--- src/hw/rtl/mau_pkg.sv ---
// Package for the modular arithmetic unit: widths, defaults, op codes, states.
package mau_pkg;

  localparam int unsigned DefaultWidth = 32;
  localparam int unsigned ModResetVal  = 17;
  localparam int unsigned CmdW         = 3;

  typedef enum logic [2:0] {
    CMD_ADD = 3'd0,
    CMD_SUB = 3'd1,
    CMD_MUL = 3'd2,
    CMD_DIV = 3'd3,
    CMD_POW = 3'd4,
    CMD_INV = 3'd5,
    CMD_NEG = 3'd6,
    CMD_EQ  = 3'd7
  } cmd_e;

  typedef enum logic [1:0] {
    DIV_IDLE,
    DIV_RUN,
    DIV_DONE
  } div_state_e;

  typedef enum logic [4:0] {
    ST_IDLE,
    ST_RED_A,
    ST_RED_A_W,
    ST_RED_B,
    ST_RED_B_W,
    ST_DISPATCH,
    ST_INV_INIT,
    ST_INV_DIV,
    ST_INV_DIV_W,
    ST_INV_QMOD,
    ST_INV_QMOD_W,
    ST_INV_MUL,
    ST_INV_UPD,
    ST_INV_END,
    ST_MUL,
    ST_POW_INIT,
    ST_POW_STEP,
    ST_POW_ACC,
    ST_POW_SQR,
    ST_DONE
  } state_e;

endpackage

--- src/hw/rtl/mau_divider.sv ---
// Restoring divider: one quotient bit per cycle, quotient and remainder.
module mau_divider #(
  parameter int unsigned WIDTH = mau_pkg::DefaultWidth
) (
  input  logic             clk_i,
  input  logic             rst_ni,
  input  logic             start_i,
  input  logic [WIDTH-1:0] dividend_i,
  input  logic [WIDTH-1:0] divisor_i,
  output logic             done_o,
  output logic [WIDTH-1:0] quot_o,
  output logic [WIDTH-1:0] rem_o
);

  localparam int unsigned CntW = $clog2(WIDTH + 1);

  mau_pkg::div_state_e state_q, state_d;
  logic [CntW-1:0]  cnt_q, cnt_d;
  logic [WIDTH-1:0] quot_q, quot_d;
  logic [WIDTH-1:0] rem_q, rem_d;
  logic [WIDTH-1:0] dvs_q, dvs_d;
  logic [WIDTH:0]   trial;
  logic [WIDTH:0]   diff;

  assign trial = {rem_q, quot_q[WIDTH-1]};
  assign diff  = trial - {1'b0, dvs_q};

  always_comb begin
    state_d = state_q;
    unique case (state_q)
      mau_pkg::DIV_IDLE: if (start_i) state_d = mau_pkg::DIV_RUN;
      mau_pkg::DIV_RUN:  if (cnt_q == CntW'(1)) state_d = mau_pkg::DIV_DONE;
      mau_pkg::DIV_DONE: state_d = mau_pkg::DIV_IDLE;
      default:           state_d = mau_pkg::DIV_IDLE;
    endcase
  end

  always_comb begin
    cnt_d  = cnt_q;
    quot_d = quot_q;
    rem_d  = rem_q;
    dvs_d  = dvs_q;
    unique case (state_q)
      mau_pkg::DIV_IDLE: begin
        if (start_i) begin
          cnt_d  = CntW'(WIDTH);
          quot_d = dividend_i;
          rem_d  = '0;
          dvs_d  = divisor_i;
        end
      end
      mau_pkg::DIV_RUN: begin
        cnt_d = cnt_q - CntW'(1);
        if (!diff[WIDTH]) begin
          rem_d  = diff[WIDTH-1:0];
          quot_d = {quot_q[WIDTH-2:0], 1'b1};
        end else begin
          rem_d  = trial[WIDTH-1:0];
          quot_d = {quot_q[WIDTH-2:0], 1'b0};
        end
      end
      default: ;
    endcase
  end

  always_ff @(posedge clk_i or negedge rst_ni) begin
    if (!rst_ni) begin
      state_q <= mau_pkg::DIV_IDLE;
      cnt_q   <= '0;
    end else begin
      state_q <= state_d;
      cnt_q   <= cnt_d;
    end
  end

  always_ff @(posedge clk_i) begin
    quot_q <= quot_d;
    rem_q  <= rem_d;
    dvs_q  <= dvs_d;
  end

  assign done_o = (state_q == mau_pkg::DIV_DONE);
  assign quot_o = quot_q;
  assign rem_o  = rem_q;

endmodule

--- src/hw/rtl/mau_modmul.sv ---
// Shift-and-add modular multiplier: one multiplier bit per cycle.
module mau_modmul #(
  parameter int unsigned WIDTH = mau_pkg::DefaultWidth
) (
  input  logic             clk_i,
  input  logic             rst_ni,
  input  logic             start_i,
  input  logic [WIDTH-1:0] x_i,
  input  logic [WIDTH-1:0] y_i,
  input  logic [WIDTH-1:0] mod_i,
  output logic             done_o,
  output logic [WIDTH-1:0] prod_o
);

  logic             busy_q, busy_d;
  logic             done_q, done_d;
  logic [WIDTH-1:0] x_q, x_d;
  logic [WIDTH-1:0] y_q, y_d;
  logic [WIDTH-1:0] acc_q, acc_d;
  logic [WIDTH:0]   s_acc;
  logic [WIDTH:0]   s_dbl;
  logic [WIDTH-1:0] acc_add;
  logic [WIDTH-1:0] y_dbl;

  assign s_acc   = {1'b0, acc_q} + {1'b0, y_q};
  assign s_dbl   = {1'b0, y_q} + {1'b0, y_q};
  assign acc_add = (s_acc >= {1'b0, mod_i}) ? WIDTH'(s_acc - {1'b0, mod_i}) : s_acc[WIDTH-1:0];
  assign y_dbl   = (s_dbl >= {1'b0, mod_i}) ? WIDTH'(s_dbl - {1'b0, mod_i}) : s_dbl[WIDTH-1:0];

  always_comb begin
    busy_d = busy_q;
    done_d = 1'b0;
    x_d    = x_q;
    y_d    = y_q;
    acc_d  = acc_q;
    if (!busy_q) begin
      if (start_i) begin
        busy_d = 1'b1;
        x_d    = x_i;
        y_d    = y_i;
        acc_d  = '0;
      end
    end else if (x_q == '0) begin
      busy_d = 1'b0;
      done_d = 1'b1;
    end else begin
      if (x_q[0]) acc_d = acc_add;
      y_d = y_dbl;
      x_d = x_q >> 1;
    end
  end

  always_ff @(posedge clk_i or negedge rst_ni) begin
    if (!rst_ni) begin
      busy_q <= 1'b0;
      done_q <= 1'b0;
    end else begin
      busy_q <= busy_d;
      done_q <= done_d;
    end
  end

  always_ff @(posedge clk_i) begin
    x_q   <= x_d;
    y_q   <= y_d;
    acc_q <= acc_d;
  end

  assign done_o = done_q;
  assign prod_o = acc_q;

endmodule

--- src/hw/rtl/modular_arithmetic_unit_core.sv ---
// Top level of the modular arithmetic unit: sequencer over a shared divider and multiplier.
//
//  channel | signals                                               | handshake
//  --------+-------------------------------------------------------+---------------------------
//  command | start, busy, cmd_i, operand_a/b_i, exponent_i          | start & !busy
//  result  | done_o, result_o, no_inverse_o, is_equal_o            | done_o, one cycle
//  config  | cfg_valid_i, cfg_ready_o, cfg_data_i                  | cfg_valid_i & cfg_ready_o
//
// An item takes two reductions by the modulus plus its operation: add/sub/neg/eq are
// computed without a unit, mul takes one multiply, div/inverse run Euclid rounds of two
// divisions and one multiply each (div then one more multiply), power up to 2*WIDTH
// multiplies after an inverse for a negative exponent.
// Reset sets the modulus to 17. Results cannot be stalled.
module modular_arithmetic_unit_core #(
  parameter int unsigned WIDTH = mau_pkg::DefaultWidth
) (
  input  logic             clk_i,
  input  logic             rst_ni,
  input  logic             start,
  output logic             busy,
  input  logic [mau_pkg::CmdW-1:0] cmd_i,
  input  logic [WIDTH-1:0] operand_a_i,
  input  logic [WIDTH-1:0] operand_b_i,
  input  logic signed [WIDTH-1:0] exponent_i,
  output logic             done_o,
  output logic [WIDTH-1:0] result_o,
  output logic             no_inverse_o,
  output logic             is_equal_o,
  input  logic             cfg_valid_i,
  output logic             cfg_ready_o,
  input  logic [WIDTH-1:0] cfg_data_i
);

  mau_pkg::state_e state_q, state_d;

  logic [WIDTH-1:0] modulus_q;
  logic [WIDTH-1:0] m_eff;
  logic [mau_pkg::CmdW-1:0] cmd_q, cmd_d;
  logic [WIDTH-1:0] a_q, a_d, b_q, b_d;
  logic [WIDTH-1:0] e_q, e_d;
  logic             eneg_q, eneg_d;
  logic [WIDTH-1:0] ra_q, ra_d, rb_q, rb_d, ca_q, ca_d, cb_q, cb_d;
  logic [WIDTH-1:0] quo_q, quo_d;
  logic [WIDTH-1:0] rem_q, rem_d;
  logic [WIDTH-1:0] acc_q, acc_d;
  logic [WIDTH-1:0] res_q, res_d;
  logic             noinv_q, noinv_d, eq_q, eq_d;
  logic             done_q, done_d;

  logic             div_start;
  logic [WIDTH-1:0] div_n, div_dv, div_quot, div_rem;
  logic             div_done;
  logic             mul_start;
  logic [WIDTH-1:0] mul_x, mul_y, mul_p;
  logic             mul_done;

  logic [WIDTH:0]   sum_w;
  logic [WIDTH-1:0] sum_r;
  logic [WIDTH-1:0] neg_b, neg_a, neg_p;
  logic [WIDTH:0]   upd_sum;
  logic [WIDTH-1:0] one_m;

  assign m_eff = (modulus_q == '0) ? WIDTH'(1) : modulus_q;
  assign one_m = (m_eff == WIDTH'(1)) ? '0 : WIDTH'(1);
  assign neg_b = (b_q == '0) ? '0 : m_eff - b_q;
  assign neg_a = (a_q == '0) ? '0 : m_eff - a_q;
  assign neg_p = (mul_p == '0) ? '0 : m_eff - mul_p;
  assign sum_w = {1'b0, a_q} + {1'b0, (cmd_q == mau_pkg::CMD_SUB) ? neg_b : b_q};
  assign sum_r = (sum_w >= {1'b0, m_eff}) ? WIDTH'(sum_w - {1'b0, m_eff}) : sum_w[WIDTH-1:0];
  assign upd_sum = {1'b0, ca_q} + {1'b0, neg_p};

  mau_divider #(.WIDTH(WIDTH)) u_div (
    .clk_i      (clk_i),
    .rst_ni     (rst_ni),
    .start_i    (div_start),
    .dividend_i (div_n),
    .divisor_i  (div_dv),
    .done_o     (div_done),
    .quot_o     (div_quot),
    .rem_o      (div_rem)
  );

  mau_modmul #(.WIDTH(WIDTH)) u_mul (
    .clk_i   (clk_i),
    .rst_ni  (rst_ni),
    .start_i (mul_start),
    .x_i     (mul_x),
    .y_i     (mul_y),
    .mod_i   (m_eff),
    .done_o  (mul_done),
    .prod_o  (mul_p)
  );

  always_comb begin
    state_d = state_q;
    unique case (state_q)
      mau_pkg::ST_IDLE:      if (start) state_d = mau_pkg::ST_RED_A;
      mau_pkg::ST_RED_A:     state_d = mau_pkg::ST_RED_A_W;
      mau_pkg::ST_RED_A_W:   if (div_done) state_d = mau_pkg::ST_RED_B;
      mau_pkg::ST_RED_B:     state_d = mau_pkg::ST_RED_B_W;
      mau_pkg::ST_RED_B_W:   if (div_done) state_d = mau_pkg::ST_DISPATCH;
      mau_pkg::ST_DISPATCH: begin
        unique case (mau_pkg::cmd_e'(cmd_q))
          mau_pkg::CMD_MUL: state_d = mau_pkg::ST_MUL;
          mau_pkg::CMD_DIV: state_d = mau_pkg::ST_INV_INIT;
          mau_pkg::CMD_INV: state_d = mau_pkg::ST_INV_INIT;
          mau_pkg::CMD_POW: state_d = eneg_q ? mau_pkg::ST_INV_INIT : mau_pkg::ST_POW_INIT;
          default:          state_d = mau_pkg::ST_DONE;
        endcase
      end
      mau_pkg::ST_INV_INIT:   state_d = mau_pkg::ST_INV_DIV;
      mau_pkg::ST_INV_DIV:    state_d = (rb_q == '0) ? mau_pkg::ST_INV_END
                                                     : mau_pkg::ST_INV_DIV_W;
      mau_pkg::ST_INV_DIV_W:  if (div_done) state_d = mau_pkg::ST_INV_QMOD;
      mau_pkg::ST_INV_QMOD:   state_d = mau_pkg::ST_INV_QMOD_W;
      mau_pkg::ST_INV_QMOD_W: if (div_done) state_d = mau_pkg::ST_INV_MUL;
      mau_pkg::ST_INV_MUL:    if (mul_done) state_d = mau_pkg::ST_INV_UPD;
      mau_pkg::ST_INV_UPD:    state_d = mau_pkg::ST_INV_DIV;
      mau_pkg::ST_INV_END: begin
        if (ra_q != WIDTH'(1) || a_q == '0) state_d = mau_pkg::ST_DONE;
        else if (cmd_q == mau_pkg::CMD_DIV) state_d = mau_pkg::ST_MUL;
        else if (cmd_q == mau_pkg::CMD_POW) state_d = mau_pkg::ST_POW_INIT;
        else state_d = mau_pkg::ST_DONE;
      end
      mau_pkg::ST_MUL:      if (mul_done) state_d = mau_pkg::ST_DONE;
      mau_pkg::ST_POW_INIT: state_d = mau_pkg::ST_POW_STEP;
      mau_pkg::ST_POW_STEP: begin
        if (e_q == '0) state_d = mau_pkg::ST_DONE;
        else if (e_q[0]) state_d = mau_pkg::ST_POW_ACC;
        else state_d = mau_pkg::ST_POW_SQR;
      end
      mau_pkg::ST_POW_ACC: if (mul_done) state_d = mau_pkg::ST_POW_SQR;
      mau_pkg::ST_POW_SQR: if (mul_done) state_d = mau_pkg::ST_POW_STEP;
      mau_pkg::ST_DONE:    state_d = mau_pkg::ST_IDLE;
      default:             state_d = mau_pkg::ST_IDLE;
    endcase
  end

  // In DIV the inverse runs on b: swap b into a first, keep a in acc.
  always_comb begin
    cmd_d = cmd_q; a_d = a_q; b_d = b_q; e_d = e_q; eneg_d = eneg_q;
    ra_d = ra_q; rb_d = rb_q; ca_d = ca_q; cb_d = cb_q;
    quo_d = quo_q; rem_d = rem_q; acc_d = acc_q;
    res_d = res_q; noinv_d = noinv_q; eq_d = eq_q; done_d = 1'b0;
    div_start = 1'b0; div_n = a_q; div_dv = m_eff;
    mul_start = 1'b0; mul_x = a_q; mul_y = b_q;
    unique case (state_q)
      mau_pkg::ST_IDLE: begin
        if (start) begin
          cmd_d   = cmd_i;
          a_d     = operand_a_i;
          b_d     = operand_b_i;
          eneg_d  = exponent_i[WIDTH-1];
          e_d     = exponent_i[WIDTH-1] ? WIDTH'(-exponent_i) : exponent_i;
          res_d   = '0;
          noinv_d = 1'b0;
          eq_d    = 1'b0;
        end
      end
      mau_pkg::ST_RED_A: begin
        div_start = 1'b1; div_n = a_q;
      end
      mau_pkg::ST_RED_A_W: if (div_done) a_d = div_rem;
      mau_pkg::ST_RED_B: begin
        div_start = 1'b1; div_n = b_q;
      end
      mau_pkg::ST_RED_B_W: if (div_done) b_d = div_rem;
      mau_pkg::ST_DISPATCH: begin
        unique case (mau_pkg::cmd_e'(cmd_q))
          mau_pkg::CMD_ADD, mau_pkg::CMD_SUB: res_d = sum_r;
          mau_pkg::CMD_NEG: res_d = neg_a;
          mau_pkg::CMD_EQ:  eq_d = (a_q == b_q);
          mau_pkg::CMD_MUL: begin
            mul_start = 1'b1;
          end
          mau_pkg::CMD_DIV: begin
            acc_d = a_q;
            a_d   = b_q;
          end
          default: ;
        endcase
      end
      mau_pkg::ST_INV_INIT: begin
        ra_d = m_eff; rb_d = a_q; ca_d = '0; cb_d = one_m;
      end
      mau_pkg::ST_INV_DIV: begin
        if (rb_q != '0) begin
          div_start = 1'b1; div_n = ra_q; div_dv = rb_q;
        end
      end
      mau_pkg::ST_INV_DIV_W: if (div_done) begin
        quo_d = div_quot; rem_d = div_rem;
      end
      mau_pkg::ST_INV_QMOD: begin
        div_start = 1'b1; div_n = quo_q;
      end
      mau_pkg::ST_INV_QMOD_W: if (div_done) begin
        quo_d = div_rem;
        mul_start = 1'b1; mul_x = cb_q; mul_y = div_rem;
      end
      mau_pkg::ST_INV_MUL: ;
      mau_pkg::ST_INV_UPD: begin
        ra_d = rb_q;
        rb_d = rem_q;
        ca_d = cb_q;
        cb_d = (upd_sum >= {1'b0, m_eff}) ? WIDTH'(upd_sum - {1'b0, m_eff})
                                          : upd_sum[WIDTH-1:0];
      end
      mau_pkg::ST_INV_END: begin
        if (ra_q != WIDTH'(1) || a_q == '0) begin
          noinv_d = 1'b1;
          res_d   = '0;
        end else if (cmd_q == mau_pkg::CMD_DIV) begin
          mul_start = 1'b1; mul_x = acc_q; mul_y = ca_q;
        end else if (cmd_q == mau_pkg::CMD_POW) begin
          a_d = ca_q;
        end else begin
          res_d = ca_q;
        end
      end
      mau_pkg::ST_MUL: if (mul_done) res_d = mul_p;
      mau_pkg::ST_POW_INIT: acc_d = one_m;
      mau_pkg::ST_POW_STEP: begin
        if (e_q == '0) res_d = acc_q;
        else if (e_q[0]) begin
          mul_start = 1'b1; mul_x = acc_q; mul_y = a_q;
        end else begin
          mul_start = 1'b1; mul_x = a_q; mul_y = a_q;
        end
      end
      mau_pkg::ST_POW_ACC: if (mul_done) begin
        acc_d = mul_p;
        mul_start = 1'b1; mul_x = a_q; mul_y = a_q;
      end
      mau_pkg::ST_POW_SQR: if (mul_done) begin
        a_d = mul_p;
        e_d = e_q >> 1;
      end
      mau_pkg::ST_DONE: done_d = 1'b1;
      default: ;
    endcase
  end

  always_ff @(posedge clk_i or negedge rst_ni) begin
    if (!rst_ni) begin
      state_q   <= mau_pkg::ST_IDLE;
      modulus_q <= WIDTH'(mau_pkg::ModResetVal);
      done_q    <= 1'b0;
    end else begin
      state_q <= state_d;
      done_q  <= done_d;
      if (cfg_valid_i && cfg_ready_o) modulus_q <= cfg_data_i;
    end
  end

  always_ff @(posedge clk_i) begin
    cmd_q <= cmd_d; a_q <= a_d; b_q <= b_d; e_q <= e_d; eneg_q <= eneg_d;
    ra_q <= ra_d; rb_q <= rb_d; ca_q <= ca_d; cb_q <= cb_d;
    quo_q <= quo_d; rem_q <= rem_d; acc_q <= acc_d;
    res_q <= res_d; noinv_q <= noinv_d; eq_q <= eq_d;
  end

  assign busy         = (state_q != mau_pkg::ST_IDLE);
  assign cfg_ready_o  = 1'b1;
  assign done_o       = done_q;
  assign result_o     = res_q;
  assign no_inverse_o = noinv_q;
  assign is_equal_o   = eq_q;

endmodule
--- config.mk ---
export PLATFORM = sky130hd
export DESIGN_NAME = modular_arithmetic_unit_core
export DESIGN_NICKNAME = d
export VERILOG_FILES = /design/src/hw/rtl/mau_pkg.sv /design/src/hw/rtl/mau_divider.sv /design/src/hw/rtl/mau_modmul.sv /design/src/hw/rtl/modular_arithmetic_unit_core.sv
export SDC_FILE = /design/constraint.sdc
export NUM_CORES = 2
export LEC_CHECK = 0
export ABC_AREA = 1
export ABC_CLOCK_PERIOD_IN_PS = 7040
export BUFFER_PORTS_ARGS = -buffer_cell sky130_fd_sc_hd__clkbuf_2
export CORE_ASPECT_RATIO = 1.2
export CORE_MARGIN = 3
export CORE_UTILIZATION = 25
export DETAILED_ROUTE_END_ITERATION = 7
export PLACE_DENSITY_LB_ADDON = 0.12
export REMOVE_ABC_BUFFERS = 1
export SYNTH_ARGS = -nofsm -noshare
export SYNTH_HDL_FRONTEND = slang
export SYNTH_SLANG_ARGS = --single-unit
--- constraint.sdc ---
create_clock -name clk_i -period 7.04 [get_ports clk_i]
set_clock_uncertainty 0.1 [all_clocks]
set_input_delay 0.704 -clock clk_i [delete_from_list [all_inputs] [get_ports clk_i]]
set_output_delay 0.704 -clock clk_i [all_outputs]
set_load 0.1 [all_outputs]
==> impl_metrics.tcl <==
set metrics [dict create \
    run_status "finished with violations" \
    violations "hold timing" \
    final_cell_mix "nand2_1 (1995), nor2_1 (766), inv_1 (752)" \
    worstPathBufferInverterCount 6 \
    cap_violations 0 \
    clockBufferDepth 3 \
    dieArea_sq_um 221000 \
    grt_pass1_wl_um 488000 \
    fp.dieW_um 429 \
    htreeDepth 3 \
    synth-seq-cells 598 \
    hold_ws_ns -0.00218 \
    mostFrequentLayoutCell "nand2_1" \
    root_buffer "clkbuf_16" \
    place_ws_ns -0.135 \
    overflow 0 \
    clkLatencyLatePin_ns 0.76 \
    path_delay_family "compound AO/OA/AOI/OAI gates" \
    timing.final.crit_share_pct 96.2 \
    synth_area_leader_cell "edfxtp_1" \
    dr.pass1.iters 6 \
    crit_arrival_ns 7.10 \
    dieHeight_um 514 \
    grt_max_degree 91 \
    finalWirelength_um 362000 \
    slew_viol_final 0 \
    cts.sinks 598 \
    grtUsageTotal_pct 31.8 \
    cts_made_buffers 79 \
    cts_tree "built" \
    utilization_pct 30.7 \
    drive_above_1_share_pct 14.3 \
    io_buffers 170 \
    hold_path_class "in2async" \
    avgRoutedWirePerCell_um 32.6 \
    drt_iter0_drc 5407 \
    synth-seq-area-share_pct 33.0 \
    synth_area_leaders "edfxtp_1 (31%), nand2_1 (14%), ha_1 (8.2%), o21ai_0 (5.9%), nor2_1 (5.5%)" \
    area_growth_pct 21.4 \
    drc_errors 0 \
    final_hold_viol_count 3 \
    fin_cells 11100 \
    ctsHoldBuffers 0 \
    crit_fanout 20 \
    clock.fmax_mhz 148 \
    cp_slowest_stage_delay_ns 0.51 \
    slew_headroom_pct 19.1 \
    fin_setup_tns_ns 0 \
    fin_crit_ns 6.77 \
    route.antenna.remaining_nets 0 \
    async_flop_share_pct 8.03 \
    yosysWarnings 0 \
    synth_top_area_share_pct 30.7 \
    synth_cells 7588 \
    start_util_pct 25.3 \
    cp.required_ns 7.37 \
    nNetsFinal 8717 \
    critPathCaptureType "flop" \
    dp_cells 10900 \
    worst_pin_slew_ns 1.21 \
    coreArea_sq_um 213000 \
    ys.flop_type "edfxtp_1" \
    netlist-cell-type-count 77 \
    setup_viol 0 \
    synth_edf_count 550 \
    crit_path_top_delay_cell "edfxtp_1" \
    top_level_ports 172 \
    dp_hpwl_um 292000 \
    startpoint_type "flop" \
    grt_pass1_vias 59000 \
    synth_area_sq_um 53700 \
    vias 59500 \
    rows 185 \
    path_clk_slew_ns 0.07 \
    avgSynthCellArea_sq_um 7.08 \
    vias_per_cell 5.35 \
    antenna_found_initial 31 \
    criticalPathCategory "reg2reg" \
    fin_ws_ns 0.266 \
    gp_congestion 1.04 \
]
routing by layer:
layer	vias to the layer above	part of all wire [%]	track usage, %
met5	-	0.0077	0
met4	4	9.6	25.3
met3	683	6.0	5.05
met2	2352	47	53.0
met1	29200	38	36.1
li1	27200	-	-
synth_stat cells (13+ instances only):
master       n
buf_2       50
o21bai_1    46
a31oi_1     70
edfxtp_1   550
inv_2       27
a22oi_1     20
buf_1       21
nand4_1    150
nand3_1    342
o21ai_0    632
nand2_1   2010
o22ai_1    107
a211oi_1    19
buf_6       13
a41oi_1     23
ha_1       353
xor2_1     162
nor4_1      42
o21ai_1     20
nand3b_1    21
nand2_2     18
nor3_1      73
clkbuf_1   174
o221ai_1    13
inv_1      759
or2_2       22
a221oi_1    38
xnor2_1     89
nor2_1     793
o21a_1      32
nand3_2     14
clkinv_1    19
dfrtp_1     46
o211ai_1    51
a21oi_1    576
a21o_1      61
final timing paths:
check / startpoint / endpoint / slack [ns] / cells past startpoint
setup reg to reg: b_q[10]$_DFFE_PP_ / result_o[7]$_DFFE_PP_ / 0.27 / 33
max in group asynchronous: rst_ni / modulus_q[28]$_DFFE_PN0P_ / 6.16 / 2
setup / recovery: b_q[10]$_DFFE_PP_ / result_o[7]$_DFFE_PP_ / 0.27 / 33
hold reg to reg: u_div.cnt_q[5]$_DFFE_PN0P_ / u_div.cnt_q[5]$_DFFE_PN0P_ / 0.39 / 1
min in group clk_i: cmd_i[0] / cmd_q[0]$_DFFE_PP_ / 0.03 / 1
hold / removal: rst_ni / state_q[4]$_DFFE_PN0P_ / -0.002 / 2
layout make-up:
class	count	area [sq um]
Multi-Input combinational cell	5921	32400
Inverter	806	3040
Timing Repair Buffer	812	5810
Sequential cell	598	17700
Tap cell	2805	3510
Clock inverter	38	468
Antenna cell	18	45.0
Fill cell	23500	148000
Clock buffer	106	2190
kinds of logic (layout without fill, tap and decap cells):
logic type,count (synthesis),after routing,share of synthesized area (%)
compound gates,1766,1766,18.9
buf+inv,1070,1762,7.82
xor+xnor,251,251,4.09
fa+ha+maj,364,364,8.63
flops,598,598,33.0
simple gates,3536,3537,27.5
mux,2,2,0.0373
other cells,1,19,0.00698
per-stage QoR:
stage | hold WS, ns | area, sq um
3_5_place_dp | 0.376 | 61900
3_3_place_gp | 0.370 | 61900
5_1_grt | 0.0120 | 65200
4_1_cts | 0.000437 | 64600
6_report | -0.00218 | 65200
2_1_floorplan | 0.308 | 52600
repair_timing:
item | CTS | global route
setup buffers | 0 | 9
pin swaps | 2 | 23
setup endpoints to repair | 56 | 64
cloned | 0 | 1
resized for setup | 13 | 121
Power is not shown: default switching activity piles up to over one toggle a cycle in this logic, so the estimate is an artifact.
